### src/rtl/core/assert_macros.svh
// ----------------------------------------------------------------------------
// assertion macros
// shared concurrent assertion forms, sampled on the rising clock edge
// ----------------------------------------------------------------------------
`ifndef ASSERT_MACROS_SVH
`define ASSERT_MACROS_SVH

// property holds on every edge outside reset
`define PCS_ASSERT(lbl, prop, msg) \
   lbl: assert property (@(posedge clock) disable iff (reset) (prop)) else $error(msg);

// consequent holds in the cycle after the antecedent
`define PCS_ASSERT_NEXT(lbl, ante, cons, msg) \
   lbl: assert property (@(posedge clock) disable iff (reset) (ante) |=> (cons)) else $error(msg);

`endif

### src/rtl/core/pcs_pkg.sv
// ----------------------------------------------------------------------------
// pcs_pkg
// shared widths, types and constants of the palindromic subsequence counter
// ----------------------------------------------------------------------------
package pcs_pkg;

   localparam int PCS_MAX_LEN = 32;
   localparam int SYM_W       = 8;
   localparam int CNT_W       = 32;

   typedef logic [CNT_W-1:0] count_type;
   typedef logic [SYM_W-1:0] symbol_type;

   // control group for the shared arithmetic unit
   typedef struct packed {
      logic match;
      logic prev_unit;
      logic inner_unit;
      logic inner_zero;
   } alu_ctl_type;

endpackage

### src/rtl/core/pcs_alu.sv
// ----------------------------------------------------------------------------
// pcs_alu
// shared cell update: outer sum plus one on matching ends, else minus inner
// ----------------------------------------------------------------------------
module pcs_alu (
   input  pcs_pkg::alu_ctl_type ctl,
   input  pcs_pkg::count_type   prev_raw,
   input  pcs_pkg::count_type   inner_raw,
   input  pcs_pkg::count_type   held,
   output pcs_pkg::count_type   prev_val,
   output pcs_pkg::count_type   result
);
   import pcs_pkg::*;

   count_type inner;
   count_type outer;
   count_type addend;

   always_comb begin
      prev_val = ctl.prev_unit ? count_type'(1) : prev_raw;
      priority if (ctl.inner_zero) begin
         inner = '0;
      end else if (ctl.inner_unit) begin
         inner = count_type'(1);
      end else begin
         inner = inner_raw;
      end
      outer  = prev_val + held;
      addend = ctl.match ? count_type'(1) : (~inner + count_type'(1));
      result = outer + addend;
   end

endmodule

### config.mk
export PLATFORM = sky130hd
export DESIGN_NAME = pcs_alu
export DESIGN_NICKNAME = d
export VERILOG_FILES = /design/src/rtl/core/assert_macros.svh /design/src/rtl/core/pcs_pkg.sv /design/src/rtl/core/pcs_alu.sv
export SDC_FILE = /design/constraint.sdc
export NUM_CORES = 1
export LEC_CHECK = 0
export BUFFER_PORTS_ARGS = -buffer_cell sky130_fd_sc_hd__buf_2
export CAP_MARGIN = 20
export CORE_ASPECT_RATIO = 1.2
export CORE_MARGIN = 8
export CORE_UTILIZATION = 51
export DETAILED_ROUTE_END_ITERATION = 10
export GPL_TIMING_DRIVEN = 0
export PLACE_DENSITY = 0.85
export SLEW_MARGIN = 10
export SYNTH_ARGS = -nofsm -noshare
export SYNTH_HDL_FRONTEND = slang
export SYNTH_SLANG_ARGS = --single-unit
### constraint.sdc
create_clock -name vclk -period 5.9
set_clock_uncertainty 0.1 [all_clocks]
set_input_delay 0.295 -clock vclk [all_inputs]
set_output_delay 0.295 -clock vclk [all_outputs]
set_load 0.05 [all_outputs]
==> run_results.csv <==
group,metric,value,unit
status,status,"complete, no violations",
timing,fin_crit_sh,96.1,%
timing,rsz0062_at_grt,"no",
drt,dr.max_layer_used,"met4",
grt,grt_pass1_wl,21200,µm
layout,regArea,0,µm²
critical_path,critPathMaxFanout,10,
critical_path,startpoint_type,"input pin",
layout,fill_cells,674,
floorplanning,start_util,52.4,%
synth,yosys_warnings,0,
synth,avgSynthCellArea,7.13,µm²
timing,worstMarginPinSlew,519,ps
grt,antenna_found_initial,0,
layout,final_common_cell,"buf_2",
synth,netlist_instances,528,
worst_hold_path,hp-class,"in -> out",
timing,hold_viol,0,
drt,via_per_inst,5.79,
timing,maxSlewViolCount,0,
critical_path,critical_path_arrival,5270,ps
layout,fin_cells,782,
grt,grt_remaining_overflow,0,
drt,firstDrtPassIters,5,
layout,areaGrowthSynthToFinish,25.7,%
synth,synth-seq-area-share,0,%
power_and_ir_drop,peakVddDrop,0.000255,V
worst_hold_path,hold_start,"prev_raw[0]",
floorplanning,die_h,110,µm
drt,drc,0,
floorplanning,die-area,0.0104,mm²
layout,layout_common_cells,"buf_2, nor2_1, a21oi_1",
placement,port_buffers,164,
layout,nFlopsAndLatches,0,
drt,vias,4525,
clocking,postCtsHoldBufs,0,
floorplanning,die_x,94.4,µm
drt,postRouteWirelength,13400,µm
placement,dpl_worst_slack,-122,ps
placement,dp_hpwl,11600,µm
timing,fin_ws,233,ps
floorplanning,io_pins,164,
synth,synth_area,0.00376,mm²
placement,dpl_cell_area,0.00470,mm²
placement,place_inst,782,
layout,fin_area,0.00473,mm²
worst_hold_path,min_to,"prev_val[0]",
placement,routabilityCongestion,0.939,
grt,grt_usage,24.6,%
critical_path,critical_path_required,5510,ps
timing,min_period,5670,ps
timing,whs,911,ps
timing,fmax,176,MHz
drt,ant_nets,0,
timing,setup_viol,0,
power_and_ir_drop,leakage,2.41,nW
synth,synth_fp_nets,691,
drt,wl_met2,6790,µm
drt,drtIter0Drc,201,
grt,grt_pass1_vias,4646,
synth,yosysUniqueCellTypes,63,
drt,wl_per_cell,17.1,µm
floorplanning,coreArea,0.00719,mm²
grt,grt_max_degree,11,
worst_hold_path,worstHoldPathCells,3,
timing,max_slew_margin,65.0,%
critical_path,end_kind,"output port",
floorplanning,rows,34,
layout,fin_nets,857,
job,maxCapViolCount,0,
drt,wl_met1,5210,µm
layout,n_antenna_cell,0,
drt,met3_length,1140,µm
layout,multi_input_area,0.00360,mm²
critical_path,path_class,"in -> out",
layout,drive_gt1_share,28.2,%
layout,num-clock-buffers,0,
power_and_ir_drop,cellPowerDensity,265,mW/mm²
-- stage by stage --
step	TNS [ps]	utilization [%]	total power [W]
floorplan	0	-	0.000952
global placement	-252	65.3	0.00122
detailed placement	-445	65.3	0.00124
CTS	0	65.4	0.00125
global route	0	65.8	0.00135
finish	0	65.8	0.00125
-- worst max-delay path by stage --
stage	start	to	slack, ps	cells after the start
floorplan	ctl[1]	result[29]	170	21
global placement	ctl[1]	result[31]	-90	23
detailed placement	ctl[1]	result[31]	-120	23
CTS	ctl[1]	result[31]	1	23
global route	ctl[0]	result[30]	20	22
finish	ctl[0]	result[29]	230	23
-- cell families after synthesis --
group,after synthesis,share of synthesized area (%)
buffers and inverters,45,5.05
multiplexers,2,0.532
AND/OR/NAND/NOR,223,30.9
XOR/XNOR,36,8.37
adder cells (fa/ha/maj),63,27.3
AO/OA/AOI/OAI,159,27.8
-- critical path, stage by stage --
cell      delay [ps]
buf_2            130
nor2_1            70
buf_2            190
clkbuf_2         210
buf_2            240
nand2_1          100
ha_2             270
o21ai_4          120
nor4b_4          390
and2b_1          240
a21oi_1           90
a311oi_2         280
nor2_1           140
fa_1             460
ha_1             390
a21o_1           180
a21o_1           160
a21o_1           200
a21oi_1          220
nor2_1            60
a211o_1          220
a311oi_1         340
buf_4            270
-- where the power goes --
group | total (W) | leakage [nW] | internal [W] | switching (W)
registers | 0 | 0 | 0 | 0
logic | 0.00125 | 2.41 | 0.000375 | 0.000877
clock network | 0 | 0 | 0 | 0
-- synthesized netlist by cell type, types with 7 or more instances --
library cell	instances	area, µm²
nand4_1	7	43.8
clkbuf_1	13	48.8
fa_1	32	641
nor3_1	12	60.1
inv_1	25	93.8
xor2_1	11	96.3
nor2b_1	34	213
a21oi_1	52	260
ha_1	31	388
nand3_1	14	70.1
xnor2_1	25	219
nor2_1	66	248
a31oi_1	15	93.8
nand2_1	44	165
a21o_1	24	180
o21ai_0	22	110
nand2b_1	16	100
-- repair_timing --
action	CTS	global route
cloned	0	0
endpoints found under the setup margin	7	13
pin swaps	0	1
gates resized for setup	2	9
buffers inserted	0	1
-- final cells by class --
type | count | area share, %
multi-input combinational | 483 | 76.0
timing repair buffer | 165 | 17.6
tap | 90 | 2.38
buffer | 19 | 2.01
inverter | 25 | 1.98
-- metal layers --
| metal | track usage [%] | vias to the layer above |
|---|---|---|
| met2 | 47.5 | 221 |
| met1 | 27.2 | 2081 |
| li1 | - | 2207 |
| met4 | 4.99 | 0 |
| met3 | 4.34 | 16 |
| met5 | 0 | - |
Power figures use the tool's default switching activity.
