`src/rtl/core/assert_macros.svh`:
```
// ----------------------------------------------------------------------------
// assertion macros
// shared concurrent assertion forms, sampled on the rising clock edge
// ----------------------------------------------------------------------------
`ifndef ASSERT_MACROS_SVH
`define ASSERT_MACROS_SVH

// property holds on every edge outside reset
`define PCS_ASSERT(lbl, prop, msg) \
   lbl: assert property (@(posedge clock) disable iff (reset) (prop)) else $error(msg);

// consequent holds in the cycle after the antecedent
`define PCS_ASSERT_NEXT(lbl, ante, cons, msg) \
   lbl: assert property (@(posedge clock) disable iff (reset) (ante) |=> (cons)) else $error(msg);

`endif

```
`src/rtl/core/pcs_pkg.sv`:
```
// ----------------------------------------------------------------------------
// pcs_pkg
// shared widths, types and constants of the palindromic subsequence counter
// ----------------------------------------------------------------------------
package pcs_pkg;

   localparam int PCS_MAX_LEN = 32;
   localparam int SYM_W       = 8;
   localparam int CNT_W       = 32;

   typedef logic [CNT_W-1:0] count_type;
   typedef logic [SYM_W-1:0] symbol_type;

   // control group for the shared arithmetic unit
   typedef struct packed {
      logic match;
      logic prev_unit;
      logic inner_unit;
      logic inner_zero;
   } alu_ctl_type;

endpackage

```
`src/rtl/core/pcs_text.sv`:
```
// ----------------------------------------------------------------------------
// pcs_text
// symbol store: one write port, two registered read ports
// ----------------------------------------------------------------------------
module pcs_text #(
   parameter int MAX_LEN = pcs_pkg::PCS_MAX_LEN,
   parameter int LW      = (MAX_LEN > 1) ? $clog2(MAX_LEN) : 1
) (
   input  logic                 clock,
   input  logic                 wr_en,
   input  logic [LW-1:0]        wr_addr,
   input  pcs_pkg::symbol_type  wr_data,
   input  logic                 rd_en,
   input  logic [LW-1:0]        rd_addr_a,
   input  logic [LW-1:0]        rd_addr_b,
   output pcs_pkg::symbol_type  rd_data_a,
   output pcs_pkg::symbol_type  rd_data_b
);
   import pcs_pkg::*;

   symbol_type mem [0:MAX_LEN-1];
   symbol_type rd_a_ff;
   symbol_type rd_b_ff;

   always_ff @(posedge clock) begin
      if (wr_en) begin
         mem[wr_addr] <= wr_data;
      end
      if (rd_en) begin
         rd_a_ff <= mem[rd_addr_a];
         rd_b_ff <= mem[rd_addr_b];
      end
   end

   assign rd_data_a = rd_a_ff;
   assign rd_data_b = rd_b_ff;

endmodule

```
`config.mk`:
```
export PLATFORM = sky130hd
export DESIGN_NAME = pcs_text
export DESIGN_NICKNAME = d
export VERILOG_FILES = /design/src/rtl/core/assert_macros.svh /design/src/rtl/core/pcs_pkg.sv /design/src/rtl/core/pcs_text.sv
export SDC_FILE = /design/constraint.sdc
export NUM_CORES = 1
export LEC_CHECK = 0
export ABC_AREA = 1
export BUFFER_PORTS_ARGS = -buffer_cell sky130_fd_sc_hd__clkbuf_2
export CAP_MARGIN = 5
export CORE_MARGIN = 5
export CORE_UTILIZATION = 45
export DETAILED_ROUTE_END_ITERATION = 10
export GPL_ROUTABILITY_DRIVEN = 0
export PLACE_DENSITY_LB_ADDON = 0.2
export SETUP_SLACK_MARGIN = 0.2
export SLEW_MARGIN = 15
export SYNTH_ARGS = -nofsm -noshare
export SYNTH_HDL_FRONTEND = slang
export SYNTH_SLANG_ARGS = --single-unit
```
`constraint.sdc`:
```
create_clock -name clock -period 1.3 [get_ports clock]
set_input_delay 0.13 -clock clock [delete_from_list [all_inputs] [get_ports clock]]
set_output_delay 0.13 -clock clock [all_outputs]
set_load 0.005 [all_outputs]
```
==> run_results.csv <==
group,metric,value,unit
die,dieArea,0.0343,sq mm
yosys,synth-simple-area-share,34.8,%
power,max-vdd-ir-drop,1060,uV
grt,grt_overflow,0,
timing,finalHoldViolCount,0,
power,switching_share,24.9,%
power,intPower,15500,uW
power,leakagePower,0.00683,uW
power,combPwrFrac,12.3,%
worst_setup_path,worstSetupPathType,"reg -> out",
job,maxCapViolCount,0,
timing,period_minus_slack,1.37,ns
timing,finalCritPeriodShare,105,%
routing,drc,0,
yosys,yosysWarnings,0,
worst_setup_path,cp_slowest_cell,"edfxtp_1",
hold_path,hold_path_class,"in -> reg",
yosys,synth-compound-area-share,0,%
timing,rsz0062_at_grt,"true",
die,io_pins,42,
grt,first_global_vias,11300,
timing,setup_viol,4,
worst_setup_path,worstRegToRegCells,9,
grt,grt_max_degree,67,
yosys,yosysSeqAreaShare,59.1,%
worst_setup_path,cpLargestDelayFamily,"flip-flops",
hold_path,hold_end,"mem[13][4]",
cts,numCtsBuffers,29,
yosys,synth_top_family_by_area,"simple AND/OR/NAND/NOR gates",
die,die_width,185,um
yosys,synth_seq_cells,272,
worst_setup_path,worstPathCellList,"clkbuf_2",
die,rows,64,
worst_setup_path,critPathLaunchType,"flop",
worst_setup_path,path_buf_inv,1,
routing,viasPerCell,5.71,
cells_and_area,antennaDiodeCount,0,
cts,cts_sinks,272,
cells_and_area,drive_gt1_share,22.4,%
yosys,synthCells,1539,
timing,drv_slew,0,
die,die_h,185,um
routing,num_vias,11700,
cts,cts.clk_slew.worst_paths,0.06,ns
grt,grt_usage,24.9,%
run_status,failed_checks,"negative setup slack",
place,port_buffers,41,
yosys,synth_area_leaders,"edfxtp_1 59%, nand2_1 20%, nand3_1 14%",
yosys,synth_top_area_share,59.1,%
cells_and_area,layout_common_cells,"656 x nand2_1, 302 x nand3_1, 272 x edfxtp_1, 94 x nand3_2, 80 x buf_4",
worst_setup_path,setup.worst_path.end_class,"output port",
power,power_density,1240,mW/mm^2
routing,post_drt_wl_per_cell,21.1,um
cts,cts_tree,"done",
timing,fin_skew,0.0184,ns
cts,cts.hold.buffers_added,0,
worst_setup_path,cp.required,1.17,ns
hold_path,holdPathStages,2,
routing,initialDrtViolationCount,1012,
cts,clockBufferDepth,3,
worst_setup_path,critical_path_arrival,1.24,ns
place,dp_hpwl,28300,um
timing,max_freq,0.731,GHz
power,pwr-share-clk,39.9,%
power,power.total,20700,uW
grt,grt_pass1_wl,65500,um
yosys,synth_fp_nets,1565,
cts,cts_max_level,1,
worst_setup_path,timing.rr.start,"mem[23][6]",
yosys,syn_area,0.0138,sq mm
cts,cts-root-buf,"clkbuf_16",
routing,drt-total-wl,43300,um
yosys,synth_top_area_cell,"edfxtp_1",
worst_setup_path,r2r_setup_slack,0,ns
timing,relSlewSlack,54.4,%
routing,ant_nets,0,
die,start_util,45.4,%
worst_setup_path,worstPathMaxFanout,1,
hold_path,min-delay-start,"wr_data[4]",
worst_setup_path,cpPeakStageDelay,0.51,ns
routing,dr.pass1.iters,6,
cells_and_area,fill_cells,2694,
place,preCtsSetupSlack,-0.262,ns
timing,tightest_slew,0.683,ns
worst_setup_path,timing.rr.end,"rd_data_a[6]",
timing,setup_ws,-0.0687,ns
yosys,synth_xor_area_share,0,%
yosys,synthMuxAreaShare,0,%
die,core,0.0304,sq mm
cells_and_area,layout.cells.most_common,"nand2_1",
yosys,syn_avg_cell_area,8.98,sq um
cts,clk_latency,0.56,ns
timing,setup_tns,-0.195,ns
run_status,status,"complete, but fails checks",
cells_and_area,syn_to_final_growth,21.2,%
yosys,synthAdderAreaFrac,0,%
yosys,yosysUniqueCellTypes,11,
cells_and_area,fin_nets,1654,
grt,antenna_found_initial,1,
power,seqPwrFrac,47.8,%
power,switching_power,5160,uW
## Yosys cell counts, drive strengths merged
cell type  count
buf           89
nor2          32
edfxtp       272
inv           15
nand2        720
nand3        396
clkbuf        15
## cells by family (layout without fill, tap and decap cells)
group | Yosys count | after routing
and+or+nand+nor | 1148 | 1148
buffers and inverters | 119 | 231
DFF | 272 | 272
## worst max path at each step
| stage | from | endpoint | slack [ns] | cells past startpoint |
|---|---|---|---|---|
| global route | rd_data_b[7] | rd_data_b[7] | -0.11 | 1 |
| finish | rd_data_b[7] | rd_data_b[7] | -0.07 | 1 |
| detailed placement | rd_addr_b[1] | rd_data_b[0] | -0.26 | 9 |
| floorplan | wr_addr[0] | mem[0][0] | 0.14 | 3 |
| CTS | rd_data_b[7] | rd_data_b[7] | -0.08 | 1 |
| global placement | rd_addr_a[0] | rd_data_a[2] | -0.24 | 11 |
## layout make-up
cell class | count | area (sq um) | share of cell area [%]
clock buffer | 31 | 733 | 4.38
timing repair buffer | 162 | 1630 | 9.73
clock inverter | 23 | 211 | 1.26
tap | 396 | 495 | 2.96
inverter | 15 | 61.3 | 0.366
multi-input combinational | 1148 | 5450 | 32.5
sequential | 272 | 8170 | 48.8
## metal layers
metal	vias up	share of wire [%]	track usage, %
li1	5392	-	-
met1	5592	41	33.8
met2	585	46	40.0
met3	125	8.7	4.60
met4	2	4.2	9.86
met5	-	0.016	0
## stage by stage
| step | util [%] | cells | cell area [sq um] | hold slack [ns] |
|---|---|---|---|---|
| final | 55.0 | 2047 | 16700 | 0.0163 |
| after CTS | 53.7 | 2045 | 16300 | 0.00384 |
| after detailed placement | 49.7 | 1990 | 15100 | 0.539 |
| after global routing | 55.0 | 2047 | 16700 | 0.0106 |
| after floorplan | - | 1539 | 13800 | 0.229 |
| after global placement | 49.7 | 1990 | 15100 | 0.532 |
## power by group through the flow
stage	logic, uW	clock network (uW)	registers (uW)
after CTS	2390	8350	9900
final	2540	8260	9900
after global placement	2300	0	10100
after detailed placement	2310	0	10100
after floorplan	1320	0	10100
after global routing	2740	8750	9910
## flip-flops by register name (all words and copies together), names as in the netlist
| name | flops |
|---|---|
| mem | 256 |
| rd_data_a | 8 |
| rd_data_b | 8 |
## what timing repair did
item	CTS	global route
pin swaps	84	98
endpoints found under the hold margin	0	0
endpoints found under the setup margin	32	32
resized for setup	61	109
setup buffers	1	2
Power figures use the tool's default switching activity.
